$ cat config.mk
export PLATFORM = sky130hd
export DESIGN_NAME = matrix_inverse_4x4_unit
export DESIGN_NICKNAME = d
export VERILOG_FILES = /design/src/minv4x4_pkg.sv /design/src/minv4x4_ram.sv /design/src/matrix_inverse_4x4_unit.sv
export SDC_FILE = /design/constraint.sdc
export NUM_CORES = 2
export LEC_CHECK = 0
export BUFFER_PORTS_ARGS = -buffer_cell sky130_fd_sc_hd__buf_4
export CAP_MARGIN = 5
export CELL_PAD_IN_SITES_DETAIL_PLACEMENT = 2
export CELL_PAD_IN_SITES_GLOBAL_PLACEMENT = 2
export CORE_ASPECT_RATIO = 0.6
export CORE_UTILIZATION = 41
export DETAILED_ROUTE_END_ITERATION = 12
export PLACE_DENSITY = 0.82
export SETUP_SLACK_MARGIN = 0.2
export SYNTH_ARGS = -nofsm -noshare
export SYNTH_HDL_FRONTEND = slang
export SYNTH_SLANG_ARGS = --single-unit
$ cat constraint.sdc
create_clock -name i_clk -period 34.7 [get_ports i_clk]
set_input_delay 6.94 -clock i_clk [delete_from_list [all_inputs] [get_ports i_clk]]
set_output_delay 6.94 -clock i_clk [all_outputs]
set_load 0.02 [all_outputs]
$ cat src/minv4x4_pkg.sv
// Shared types, defaults and term sequencing tables for the 4x4 matrix inverse unit.
package minv4x4_pkg;

    localparam int DEF_ELEMENT_WIDTH = 32;
    localparam int DEF_FRAC_BITS     = 16;
    localparam int MATRIX_WORDS      = 16;
    localparam int NUM_MINORS        = 12;

    typedef enum logic [1:0] {
        PH_MINOR,
        PH_DET,
        PH_ADJ
    } t_phase;

    // one product term: operand sources, sign and end of sum
    typedef struct packed {
        logic       a_elem;
        logic [3:0] a_idx;
        logic       b_elem;
        logic [3:0] b_idx;
        logic       sub;
        logic       last;
    } t_term;

    function automatic t_term term_desc(t_phase ph, logic [3:0] k, logic [2:0] t);
        t_term      d;
        logic [2:0] j;
        logic [3:0] base;
        logic [1:0] pa;
        logic [1:0] pb;
        logic [1:0] row;
        logic [1:0] col;
        logic [1:0] oc;
        logic [2:0] ms;
        d    = '0;
        j    = '0;
        base = '0;
        pa   = '0;
        pb   = '0;
        row  = k[3:2];
        col  = k[1:0];
        oc   = '0;
        ms   = '0;
        case (ph)
            PH_MINOR: begin
                if (k < 4'd6) begin
                    base = 4'd0;
                    j    = k[2:0];
                end else begin
                    base = 4'd8;
                    j    = 3'(k - 4'd6);
                end
                case (j)
                    3'd0: begin pa = 2'd0; pb = 2'd1; end
                    3'd1: begin pa = 2'd0; pb = 2'd2; end
                    3'd2: begin pa = 2'd0; pb = 2'd3; end
                    3'd3: begin pa = 2'd1; pb = 2'd2; end
                    3'd4: begin pa = 2'd1; pb = 2'd3; end
                    default: begin pa = 2'd2; pb = 2'd3; end
                endcase
                d.a_elem = 1'b1;
                d.b_elem = 1'b1;
                if (t == 3'd0) begin
                    d.a_idx = base + {2'b00, pa};
                    d.b_idx = base + 4'd4 + {2'b00, pb};
                    d.sub   = 1'b0;
                end else begin
                    d.a_idx = base + 4'd4 + {2'b00, pa};
                    d.b_idx = base + {2'b00, pb};
                    d.sub   = 1'b1;
                end
                d.last = (t == 3'd1);
            end
            PH_DET: begin
                d.a_idx = {1'b0, t};
                d.b_idx = 4'd11 - {1'b0, t};
                d.sub   = (t == 3'd1) || (t == 3'd4);
                d.last  = (t == 3'd5);
            end
            PH_ADJ: begin
                oc = (t[1:0] < row) ? t[1:0] : 2'(t[1:0] + 2'd1);
                case ({row, t[1:0]})
                    4'b00_00: ms = 3'd5;
                    4'b00_01: ms = 3'd4;
                    4'b00_10: ms = 3'd3;
                    4'b01_00: ms = 3'd5;
                    4'b01_01: ms = 3'd2;
                    4'b01_10: ms = 3'd1;
                    4'b10_00: ms = 3'd4;
                    4'b10_01: ms = 3'd2;
                    4'b10_10: ms = 3'd0;
                    4'b11_00: ms = 3'd3;
                    4'b11_01: ms = 3'd1;
                    default:  ms = 3'd0;
                endcase
                d.a_elem = 1'b1;
                d.a_idx  = {col ^ 2'd1, oc};
                d.b_idx  = ((col < 2'd2) ? 4'd6 : 4'd0) + {1'b0, ms};
                d.sub    = (t == 3'd1) ^ row[0] ^ col[0];
                d.last   = (t == 3'd2);
            end
            default: d = '0;
        endcase
        return d;
    endfunction

endpackage

$ cat src/minv4x4_ram.sv
// Generic single-port-write, single-port-read RAM with registered read data.
module minv4x4_ram #(
    parameter int WIDTH = 32,
    parameter int DEPTH = 16
) (
    input  logic                     i_clk,
    input  logic                     i_we,
    input  logic [$clog2(DEPTH)-1:0] i_waddr,
    input  logic [WIDTH-1:0]         i_wdata,
    input  logic [$clog2(DEPTH)-1:0] i_raddr,
    output logic [WIDTH-1:0]         o_rdata
);

    logic [WIDTH-1:0] r_mem [DEPTH];

    always_ff @(posedge i_clk) begin
        if (i_we) begin
            r_mem[i_waddr] <= i_wdata;
        end
        o_rdata <= r_mem[i_raddr];
    end

endmodule

$ cat src/matrix_inverse_4x4_unit.sv
// Top level: 4x4 fixed-point matrix inverse by cofactors, serial multiply and divide.
//
//  channel | signals                                   | direction
//  --------+-------------------------------------------+----------
//  load    | start, busy, i_element_value              | in (busy: out)
//  result  | o_valid, o_inverse_value, o_element_index, | out
//          | o_last_element, o_singular, o_saturated   |
//
// Load words are written while the unit is idle; after the sixteenth the unit is busy while
// 78 product terms run through one bit-serial multiplier and each of the 16 results through
// a restoring divider.
// Synchronous active-low reset clears the load count and the sequencer.
// Results are strobed for one cycle by o_valid; the receiver cannot stall them.
module matrix_inverse_4x4_unit #(
    parameter int ELEMENT_WIDTH = minv4x4_pkg::DEF_ELEMENT_WIDTH,
    parameter int FRAC_BITS     = minv4x4_pkg::DEF_FRAC_BITS
) (
    input  logic               i_clk,
    input  logic               i_rst_n,
    input  logic               start,
    input  logic        [31:0] i_element_value,
    output logic               busy,
    output logic               o_valid,
    output logic signed [31:0] o_inverse_value,
    output logic        [3:0]  o_element_index,
    output logic               o_last_element,
    output logic               o_singular,
    output logic               o_saturated
);

    localparam int W   = ELEMENT_WIDTH;
    localparam int MW  = 2 * W + 1;
    localparam int AW  = 4 * W + 6;
    localparam int QB  = W;
    localparam int DVW = AW + 2 * FRAC_BITS + QB + 1;
    localparam int MCW = $clog2(MW);
    localparam int DCW = $clog2(QB);

    typedef enum logic [3:0] {
        S_IDLE,
        S_FETCH_A,
        S_FETCH_B,
        S_CAP_B,
        S_MUL,
        S_ACC,
        S_NEXT,
        S_DIV_CHK,
        S_DIV,
        S_EMIT
    } t_state;

    t_state                r_state;
    logic [3:0]            r_load_count;
    minv4x4_pkg::t_phase   r_phase;
    logic [3:0]            r_k;
    logic [2:0]            r_t;
    logic [MW-1:0]         r_ma;
    logic                  r_sa;
    logic                  r_pneg;
    logic [2*MW-1:0]       r_p;
    logic [MCW-1:0]        r_mcnt;
    logic signed [AW-1:0]  r_acc;
    logic [MW-1:0]         r_minor [minv4x4_pkg::NUM_MINORS];
    logic [AW-1:0]         r_adet;
    logic                  r_dneg;
    logic                  r_dzero;
    logic [DVW-1:0]        r_rem;
    logic [DVW-1:0]        r_ds;
    logic [W-1:0]          r_q;
    logic [DCW-1:0]        r_dcnt;
    logic                  r_neg;
    logic                  r_ovf;

    minv4x4_pkg::t_term    desc;
    logic                  ram_we;
    logic [3:0]            ram_raddr;
    logic [W-1:0]          ram_rdata;
    logic [3:0]            minor_idx;
    logic [MW-1:0]         minor_rd;
    logic [MW-1:0]         opnd;
    logic [MW-1:0]         opnd_abs;
    logic [MW:0]           mul_sum;
    logic [AW-1:0]         prod_ext;
    logic [AW-1:0]         acc_base;
    logic [AW-1:0]         acc_next;
    logic [AW-1:0]         acc_abs;
    logic [DVW-1:0]        num;
    logic [DVW-1:0]        dlim;
    logic                  div_ge;
    logic [W-1:0]          lim;
    logic                  sat;
    logic [W-1:0]          mag;
    logic signed [W:0]     val;

    assign busy   = (r_state != S_IDLE);
    assign ram_we = start && !busy;
    assign desc   = minv4x4_pkg::term_desc(r_phase, r_k, r_t);

    assign ram_raddr = (r_state == S_FETCH_A) ? desc.a_idx : desc.b_idx;
    assign minor_idx = (r_state == S_FETCH_B) ? desc.a_idx : desc.b_idx;
    assign minor_rd  = r_minor[minor_idx];

    always_comb begin
        if ((r_state == S_FETCH_B) ? desc.a_elem : desc.b_elem) begin
            opnd = {{(MW-W){ram_rdata[W-1]}}, ram_rdata};
        end else begin
            opnd = minor_rd;
        end
        opnd_abs = opnd[MW-1] ? (~opnd + 1'b1) : opnd;
    end

    assign mul_sum  = {1'b0, r_p[2*MW-1:MW]} + (r_p[0] ? {1'b0, r_ma} : {(MW+1){1'b0}});
    assign prod_ext = AW'(r_p);
    assign acc_base = (r_t == 3'd0) ? {AW{1'b0}} : r_acc;
    assign acc_next = (desc.sub ^ r_pneg) ? (acc_base - prod_ext) : (acc_base + prod_ext);
    assign acc_abs  = r_acc[AW-1] ? (~r_acc + 1'b1) : r_acc;
    assign num      = DVW'(acc_abs) << (2 * FRAC_BITS);
    assign dlim     = DVW'(r_adet) << QB;
    assign div_ge   = (r_rem >= r_ds);

    assign lim = {1'b1, {(W-1){1'b0}}} - W'(!r_neg);
    assign sat = r_ovf || (r_q > lim);
    assign mag = sat ? lim : r_q;
    assign val = r_neg ? -$signed({1'b0, mag}) : $signed({1'b0, mag});

    minv4x4_ram #(
        .WIDTH (W),
        .DEPTH (minv4x4_pkg::MATRIX_WORDS)
    ) u_store (
        .i_clk   (i_clk),
        .i_we    (ram_we),
        .i_waddr (r_load_count),
        .i_wdata (W'(i_element_value)),
        .i_raddr (ram_raddr),
        .o_rdata (ram_rdata)
    );

    always_ff @(posedge i_clk) begin
        if (!i_rst_n) begin
            r_state      <= S_IDLE;
            r_load_count <= '0;
            r_phase      <= minv4x4_pkg::PH_MINOR;
            r_k          <= '0;
            r_t          <= '0;
            o_valid      <= 1'b0;
        end else begin
            o_valid <= 1'b0;
            case (r_state)
                S_IDLE: begin
                    if (start) begin
                        r_load_count <= r_load_count + 4'd1;
                        if (r_load_count == 4'd15) begin
                            r_phase <= minv4x4_pkg::PH_MINOR;
                            r_k     <= '0;
                            r_t     <= '0;
                            r_state <= S_FETCH_A;
                        end
                    end
                end
                S_FETCH_A: r_state <= S_FETCH_B;
                S_FETCH_B: begin
                    r_ma    <= opnd_abs;
                    r_sa    <= opnd[MW-1];
                    r_state <= S_CAP_B;
                end
                S_CAP_B: begin
                    r_p     <= {{MW{1'b0}}, opnd_abs};
                    r_pneg  <= r_sa ^ opnd[MW-1];
                    r_mcnt  <= '0;
                    r_state <= S_MUL;
                end
                S_MUL: begin
                    r_p    <= {mul_sum, r_p[MW-1:1]};
                    r_mcnt <= r_mcnt + 1'b1;
                    if (r_mcnt == MCW'(MW - 1)) begin
                        r_state <= S_ACC;
                    end
                end
                S_ACC: begin
                    r_acc   <= acc_next;
                    r_state <= S_NEXT;
                end
                S_NEXT: begin
                    if (!desc.last) begin
                        r_t     <= r_t + 3'd1;
                        r_state <= S_FETCH_A;
                    end else begin
                        r_t <= '0;
                        case (r_phase)
                            minv4x4_pkg::PH_MINOR: begin
                                r_minor[r_k] <= r_acc[MW-1:0];
                                if (r_k == 4'(minv4x4_pkg::NUM_MINORS - 1)) begin
                                    r_phase <= minv4x4_pkg::PH_DET;
                                    r_k     <= '0;
                                end else begin
                                    r_k <= r_k + 4'd1;
                                end
                                r_state <= S_FETCH_A;
                            end
                            minv4x4_pkg::PH_DET: begin
                                r_dzero <= (r_acc == '0);
                                r_dneg  <= r_acc[AW-1];
                                r_adet  <= acc_abs;
                                r_phase <= minv4x4_pkg::PH_ADJ;
                                r_k     <= '0;
                                r_state <= S_FETCH_A;
                            end
                            default: r_state <= S_DIV_CHK;
                        endcase
                    end
                end
                S_DIV_CHK: begin
                    r_neg   <= r_acc[AW-1] ^ r_dneg;
                    r_rem   <= num;
                    r_ds    <= DVW'(r_adet) << (QB - 1);
                    r_ovf   <= (num >= dlim);
                    r_q     <= '0;
                    r_dcnt  <= '0;
                    r_state <= r_dzero ? S_EMIT : S_DIV;
                end
                S_DIV: begin
                    if (div_ge) begin
                        r_rem <= r_rem - r_ds;
                    end
                    r_q    <= {r_q[W-2:0], div_ge};
                    r_ds   <= r_ds >> 1;
                    r_dcnt <= r_dcnt + 1'b1;
                    if (r_dcnt == DCW'(QB - 1)) begin
                        r_state <= S_EMIT;
                    end
                end
                S_EMIT: begin
                    o_valid         <= 1'b1;
                    o_inverse_value <= r_dzero ? 32'sd0 : 32'(val);
                    o_element_index <= r_k;
                    o_last_element  <= (r_k == 4'd15);
                    o_singular      <= r_dzero;
                    o_saturated     <= !r_dzero && sat;
                    if (r_k == 4'd15) begin
                        r_phase <= minv4x4_pkg::PH_MINOR;
                        r_k     <= '0;
                        r_state <= S_IDLE;
                    end else begin
                        r_k     <= r_k + 4'd1;
                        r_state <= S_FETCH_A;
                    end
                end
                default: r_state <= S_IDLE;
            endcase
        end
    end

endmodule

* Word level (Yosys, flattened, before mapping)
Memory sizes are Yosys's and may differ from the RTL's. A register that Yosys moved wholly into a read port is not among the register bits.
Index checks and enable logic that the tools add are counted.
** Word-level totals
- Register bits :: 968
- ROM bits :: 48
- Memory bits (writable) :: 1292
- Bits of input ports :: 35
- Memories kept :: 3
** Memory list
- r_minor :: depth 12, width 65, read ports 1, clocked after Yosys merged registers in 0, wr ports 1, RTL line matrix_inverse_4x4_unit.sv:63 : logic [MW-1:0] r_minor [minv4x4_pkg::NUM_MINORS];
- u_store.r_mem :: depth 16, width 32, read ports 1, clocked after Yosys merged registers in 1, wr ports 1, RTL line minv4x4_ram.sv:14 : logic [WIDTH-1:0] r_mem [DEPTH];
- (name not given) :: depth 16, width 3, read ports 1, clocked after Yosys merged registers in 0, wr ports 0, RTL line minv4x4_pkg.sv:82 : case ({row, t[1:0]})
** Operators by class
- Reductions and logical operators :: 36
- Eq/ne operators :: 33
- Bitwise logic cells :: 8
- Magnitude comparators :: 6
- $add $sub $neg :: 22
- Mux-type cells :: 69
** Operator list (number)
- 199-bit case mux with 2 select lines :: 2
- 134-bit two-way mux :: 3
- 130-bit case mux with 2 select lines :: 1
- 199-bit >= comparator :: 1
- 199-bit two-way mux :: 1
- 199-bit subtractor :: 1
- 65-bit two-way mux :: 3
- 166-bit >= comparator :: 1
- 134-bit by 1-bit adder with 134-bit output (second input constant) :: 1
- 134-bit by 130-bit adder with 134-bit output :: 1
- 134-bit logical NOT :: 1
- 134-bit NOT :: 1
- 134-bit by 130-bit subtractor with 134-bit output :: 1
- 65-bit by 65-bit adder with 66-bit output :: 1
- 65-bit by 1-bit adder with 65-bit output (second input constant) :: 1
- 65-bit NOT :: 1
- 32-bit two-way mux :: 2
- 32-bit case mux with 2 select lines :: 1
- 4-bit two-way mux :: 14
- 4-bit case mux with 10 select lines :: 1
- 32-bit greater-than comparator :: 1
- 32-bit negation :: 1
- 32-bit by 1-bit subtractor with 32-bit output (first input constant) :: 1
- 3-bit two-way mux :: 9
- other kinds (55) :: 123

* Logic depth before layout (Yosys ltp)
An unclocked memory read counts as a cell.
- Depth in word-level cells :: 17
- Mapped depth :: 32
- Gate-level depth less buffers :: 31

* Cells and area by module
A second synthesis with hierarchy kept.
** Second synthesis, totals
- Cells, all modules :: 10840
- Area, all modules :: 122955.4 um^2
** By module, submodules not included
- matrix_inverse_4x4_unit :: cells an instance 10002, times used 1, area each 103120.2 um^2, sequential area each 51289.2 um^2
- minv4x4_ram :: cells an instance 838, times used 1, area each 19835.3 um^2, sequential area each 16015.4 um^2

* Least setup slack after synthesis
No wires, ideal clock.
- Path kind :: in2reg
- Start :: in i_rst_n
- End :: reg r_dcnt[0] (enable)
- Cell stages on the path :: 2
- Arrival :: 16.030 ns
- Slack :: 17.881 ns
- Data required time :: 33.911 ns
- Cell sequence :: buf_1 -> nor2b_1
** Between the ends
- Cells in the longest elaborated chain, start to end :: 1
** RTL lines
- from (decl) :: RTL line matrix_inverse_4x4_unit.sv:19 : input logic i_rst_n,
- 2-bit AND reduction (no line)
- to (signal assigned) :: RTL line matrix_inverse_4x4_unit.sv:227 : r_dcnt <= r_dcnt + 1'b1;
- to (decl) :: RTL line matrix_inverse_4x4_unit.sv:70 : logic [DCW-1:0] r_dcnt;
No other way between the ends.
A chain may end at the register's enable or synchronous reset.

* Final worst setup path
- Start :: reg r_k[3]
- End :: reg r_p[48], data pin
** Between the ends
- Cells in the longest elaborated chain, start to end :: 17
** RTL lines
- from (decl) :: RTL line matrix_inverse_4x4_unit.sv:55 : logic [3:0] r_k;
- from (signal assigned) :: RTL line matrix_inverse_4x4_unit.sv:196 : r_k <= r_k + 4'd1;
- from (signal assigned) :: RTL line matrix_inverse_4x4_unit.sv:244 : r_k <= r_k + 4'd1;
- 4-bit by 3-bit < comparator with 1-bit output :: RTL line minv4x4_pkg.sv:46 : if (k < 4'd6) begin
- 3-bit two-way mux :: RTL line minv4x4_pkg.sv:46
- 3-bit two-way mux :: RTL line minv4x4_pkg.sv:44 : case (ph)
- 3-bit by 1-bit == test with 1-bit output, or another cell as far along :: RTL line minv4x4_pkg.sv:53 : case (j)
- 3-bit OR reduction (no line) / 2-bit OR reduction (equally long branches)
- 2-bit case mux with 2 select lines :: RTL line minv4x4_pkg.sv:53
- 2-bit two-way mux :: RTL line minv4x4_pkg.sv:44
- 4-bit by 2-bit adder with 4-bit output, on equally long branches
- [... 2 more ...]
- 4-bit two-way mux * :: RTL line matrix_inverse_4x4_unit.sv:100 : assign minor_idx = (r_state == S_FETCH_B) ? desc.a_idx : desc.b_idx;
- memory 12 x 65 bit *
- 65-bit two-way mux * :: RTL line matrix_inverse_4x4_unit.sv:104 : if ((r_state == S_FETCH_B) ? desc.a_elem : desc.b_elem) begin
- 65-bit NOT :: RTL line matrix_inverse_4x4_unit.sv:109 : opnd_abs = opnd[MW-1] ? (~opnd + 1'b1) : opnd;
- 65-bit by 1-bit adder with 65-bit output :: RTL line matrix_inverse_4x4_unit.sv:109
- 65-bit two-way mux * :: RTL line matrix_inverse_4x4_unit.sv:109
- named net opnd_abs[48] :: RTL line matrix_inverse_4x4_unit.sv:81 : logic [MW-1:0] opnd_abs;
- 130-bit case mux with 2 select lines * :: RTL line matrix_inverse_4x4_unit.sv:148 : case (r_state)
- to (signal assigned) :: RTL line matrix_inverse_4x4_unit.sv:167 : r_p <= {{MW{1'b0}}, opnd_abs};
- to (signal assigned) :: RTL line matrix_inverse_4x4_unit.sv:173 : r_p <= {mul_sum, r_p[MW-1:1]};
- to (decl) :: RTL line matrix_inverse_4x4_unit.sv:60 : logic [2*MW-1:0] r_p;
Mark *: on every way through the listed nets, which the timed path passes. The rest lies on a longest branch. The select of a mux whose other input is x is not followed.

==> key figures <==
Yosys
  • Synth top area share: 53.76%
  • Asr flop ratio synth: 0%
  • YS warnings: 0
  • Net Count, Synth: 11,935
  • Average size of a mapped cell: 10.87 sq um
  • Dominant cell type by area after synthesis: edfxtp_1
  • Syn Inst Count: 11,344
  • Sequential cell area fraction in the yosys report: 54.57%
  • Post-synth EDFFs: 2,208
  • Synth top area cells: edfxtp_1 (54%), ha_1 (5.6%), a21oi_1 (3.7%), nand2_1 (3.7%), xnor2_1 (3.2%)
  • Seq cells post-synth: 2,258
  • Netlist cell types: 108
  • Ys flop type: edfxtp_1
  • Mapped Area: 0.1233 sq mm

Critical path
  • CP delay by family, top: compound AO/OA/AOI/OAI gates
  • CP Max Fanout: 54
  • Data required, critical path: 35.38 ns
  • Crit path buf inv count: 5
  • R2R setup slack: 24.64 ns
  • Crit path DAT: 10.74 ns
  • CP Launch Type: flop
  • Slowest cell delay on critical path: 1.09 ns
  • R2r startpoint: r_k[3]
  • Worst Reg-to-Reg Cells: 20
  • WS Path Type: flop to flop
  • Terminus of the critical flop-to-flop path: r_p[48]
  • Most frequent cell on the critical path: buf_4
  • Worst setup EP type: flop
  • Crit path cell chain: inv_1, ha_1, nor4b_1, o21ai_0, o311ai_2, buf_4, o22ai_4, buf_4, buf_4, nor3_1, buf_4, a221oi_1, o211ai_1, o32a_1, nor4b_4, nand3_1, nor3_2, a311oi_1, a211o_1, mux2_2
  • Slowest cell on the critical path: nor3_2

Hold path
  • Worst hold start: r_ds[111]
  • Hold Crit Class: flop to flop
  • Hold Path Depth: 2
  • Hold path endpoint: r_ds[110]

STA
  • Final hold violations: 0
  • TNS Setup: 0 ns
  • Max-slew violation count: 61
  • Final critical-path share of the clock period: 28.99%
  • Fmax: 0.09941 GHz
  • Final setup violation count: 0
  • Skew final: 0.1606 ns
  • Max-slew headroom: -2.502%
  • RSZ-0062 raised after global routing: no
  • Tmin final: 10.06 ns
  • Least-Margin Pin Slew: 1.538 ns

Clock tree
  • TritonCTS clock tree: yes
  • Post-CTS setup buffers: 0
  • Clk root buf: clkbuf_16
  • Clk slew on worst S/H paths: 0.07 ns
  • Post-CTS sizing: 0
  • CTS Buffer Depth: 4
  • TritonCTS buffer count: 229
  • Clock Latency Late Sink: 1.05 ns
  • Clock sink total: 2,258
  • H-tree depth: 4
  • Hold Buf Count CTS: 0

Detailed routing
  • Final WL: 566.2 mm
  • Via count: 103,935
  • Wire per inst: 36.60 microns
  • Pre-antenna DRT Iters: 6
  • Via-per-instance ratio: 6.718
  • First DRT Iteration DRCs: 14,732
  • DRT antenna net count: 0
  • Remaining DRCs: 0

GRT
  • First-pass GRT wire length: 804.6 mm
  • Initial antenna violation count: 58
  • Grt total ovfl: 0
  • Vias in the first global route: 108,383
  • GRT Total Usage: 36.30%
  • Pin count of the biggest net entering global routing: 184

Finish
  • Share of layout cells above drive strength 1: 7.441%
  • Final nets: 11,862
  • Synth-to-Final Area Change: 10.23%

Die
  • Die X: 710.1 microns
  • Chip Height: 426.8 microns
  • Starting Density: 41.35%
  • Core ar.: 0.2983 sq mm
  • Die area: 0.3031 sq mm
  • IO Pins: 76
  • Row count: 155

Place
  • Buffers added on ports: 75
  • Post-DP HPWL: 381.3 mm
  • RD Place Congestion: 0.9792

Power and ir drop
  • Pleak: 48.23 nW
  • PD cells: 45.18 mW/mm^2
  • Peak VDD IR: 0.00004454 V
  • Pwr Total: 6.143 mW

Run
  • Max cap viols: 2

Outcome
  • Failing checks: max-capacitance violations, max-slew violations
  • Status: finished, violations left
[where the power goes]
group	internal [mW]	switching [mW]
registers	3.00	0.0164
clock network	1.38	1.26
logic	0.127	0.369
total	4.50	1.64
[cell families after synthesis]
family                   synth area share [%]
buffers and inverters                   3.412
adder cells (fa/ha/maj)                 5.665
multiplexers                            2.212
AND/OR/NAND/NOR                         13.97
flip-flops                              54.57
XOR/XNOR                                4.897
AO/OA/AOI/OAI                           15.27
[placed cells by master, fill, tap and decap left out, types with 164 or more instances in the layout]
cell / count
a21o_1: 291
nand2_1: 1205
a211oi_1: 206
a21oi_1: 911
mux2i_1: 165
inv_1: 491
xor2_1: 235
edfxtp_1: 2208
o21ai_0: 565
clkbuf_16: 230
nand3_1: 225
buf_4: 272
xnor2_1: 450
nor3_1: 185
and2_1: 359
a31oi_1: 164
nor2_1: 775
nand4_1: 180
ha_1: 552
[sequential cells by signal, indices dropped and copies added (netlist names), 7 cells and up]
| register | cells |
|---|---|
| r_ds | 165 |
| r_minor | 780 |
| r_rem | 199 |
| r_adet | 134 |
| r_q | 32 |
| o_inverse_value | 32 |
| r_acc | 134 |
| r_ma | 65 |
| u_store.r_mem | 512 |
| r_mcnt | 7 |
| u_store.o_rdata | 32 |
| r_p | 130 |
[final cells by class]
class / count / area (sq um)
Tap cell: 4003 / 5009
Multi-Input combinational cell: 8012 / 52390
Timing Repair Buffer: 279 / 2173
Fill cell: 30140 / 162300
Clock inverter: 122 / 1091
Antenna cell: 17 / 42.54
Clock buffer: 288 / 6093
Sequential cell: 2258 / 67300
Inverter: 491 / 1843
[per-stage QoR]
step / setup WS [ns] / cells / utilization [%] / instance area (sq um) / hold WS [ns]
after floorplan: 17.88 / 11344 / - / 123300 / 0.4029
after global placement: 24.17 / 15039 / 43.14 / 128700 / 0.5373
after detailed placement: 23.87 / 15040 / 43.15 / 128700 / 0.5467
after CTS: 24.80 / 15450 / 45.56 / 135900 / 0.5563
after global routing: 24.57 / 15454 / 45.56 / 135900 / 0.5773
final: 24.64 / 15470 / 45.58 / 135900 / 0.5303
[worst min-delay path, stage by stage (launching register included)]
cell      delay (ns)
edfxtp_1        0.35
nand2_1         0.05
o21ai_0         0.09
[Yosys cell counts, drive strengths merged (28+ instances only)]
master  count
a21boi     34
o21ai     576
nor4       94
nor2      792
nor2b      68
o22ai      40
a31oi     166
clkbuf    464
nand2b     95
inv       491
edfxtp   2208
mux2i     169
a221oi     28
o21bai    106
xor2      236
a311oi     81
nand2    1206
and2      405
or2        42
a21oi     914
or4        46
nand4     180
o21a       52
a211oi    208
o211ai     57
nor3      199
xnor2     451
o41ai      42
mux2       72
a21o      293
o221ai     37
buf       119
dfxtp      50
or3        80
and3       57
ha        552
nand3     225
o31ai      95
[routing by layer]
layer  routed length (microns)  track usage, %  up-vias
met5                       802           1.084        -
met4                     27550           15.04       42
met3                     71520           12.21     1728
met2                    236900           53.13     6659
met1                    229400           49.13    53499
li1                          -               -    42007
[worst max-delay path by stage]
| stage | slack (ns) | from | cells after the start | to |
|---|---|---|---|---|
| global placement | 24.17 | i_rst_n | 6 | r_rem[144] |
| detailed placement | 23.87 | i_rst_n | 6 | r_rem[145] |
| global route | 24.57 | r_k[3] | 20 | r_p[48] |
| floorplan | 17.88 | i_rst_n | 2 | r_dcnt[0] |
| finish | 24.64 | r_k[3] | 20 | r_p[48] |
| CTS | 24.80 | i_rst_n | 6 | r_rem[144] |
No activity file was read; power rests on OpenSTA's default activity.
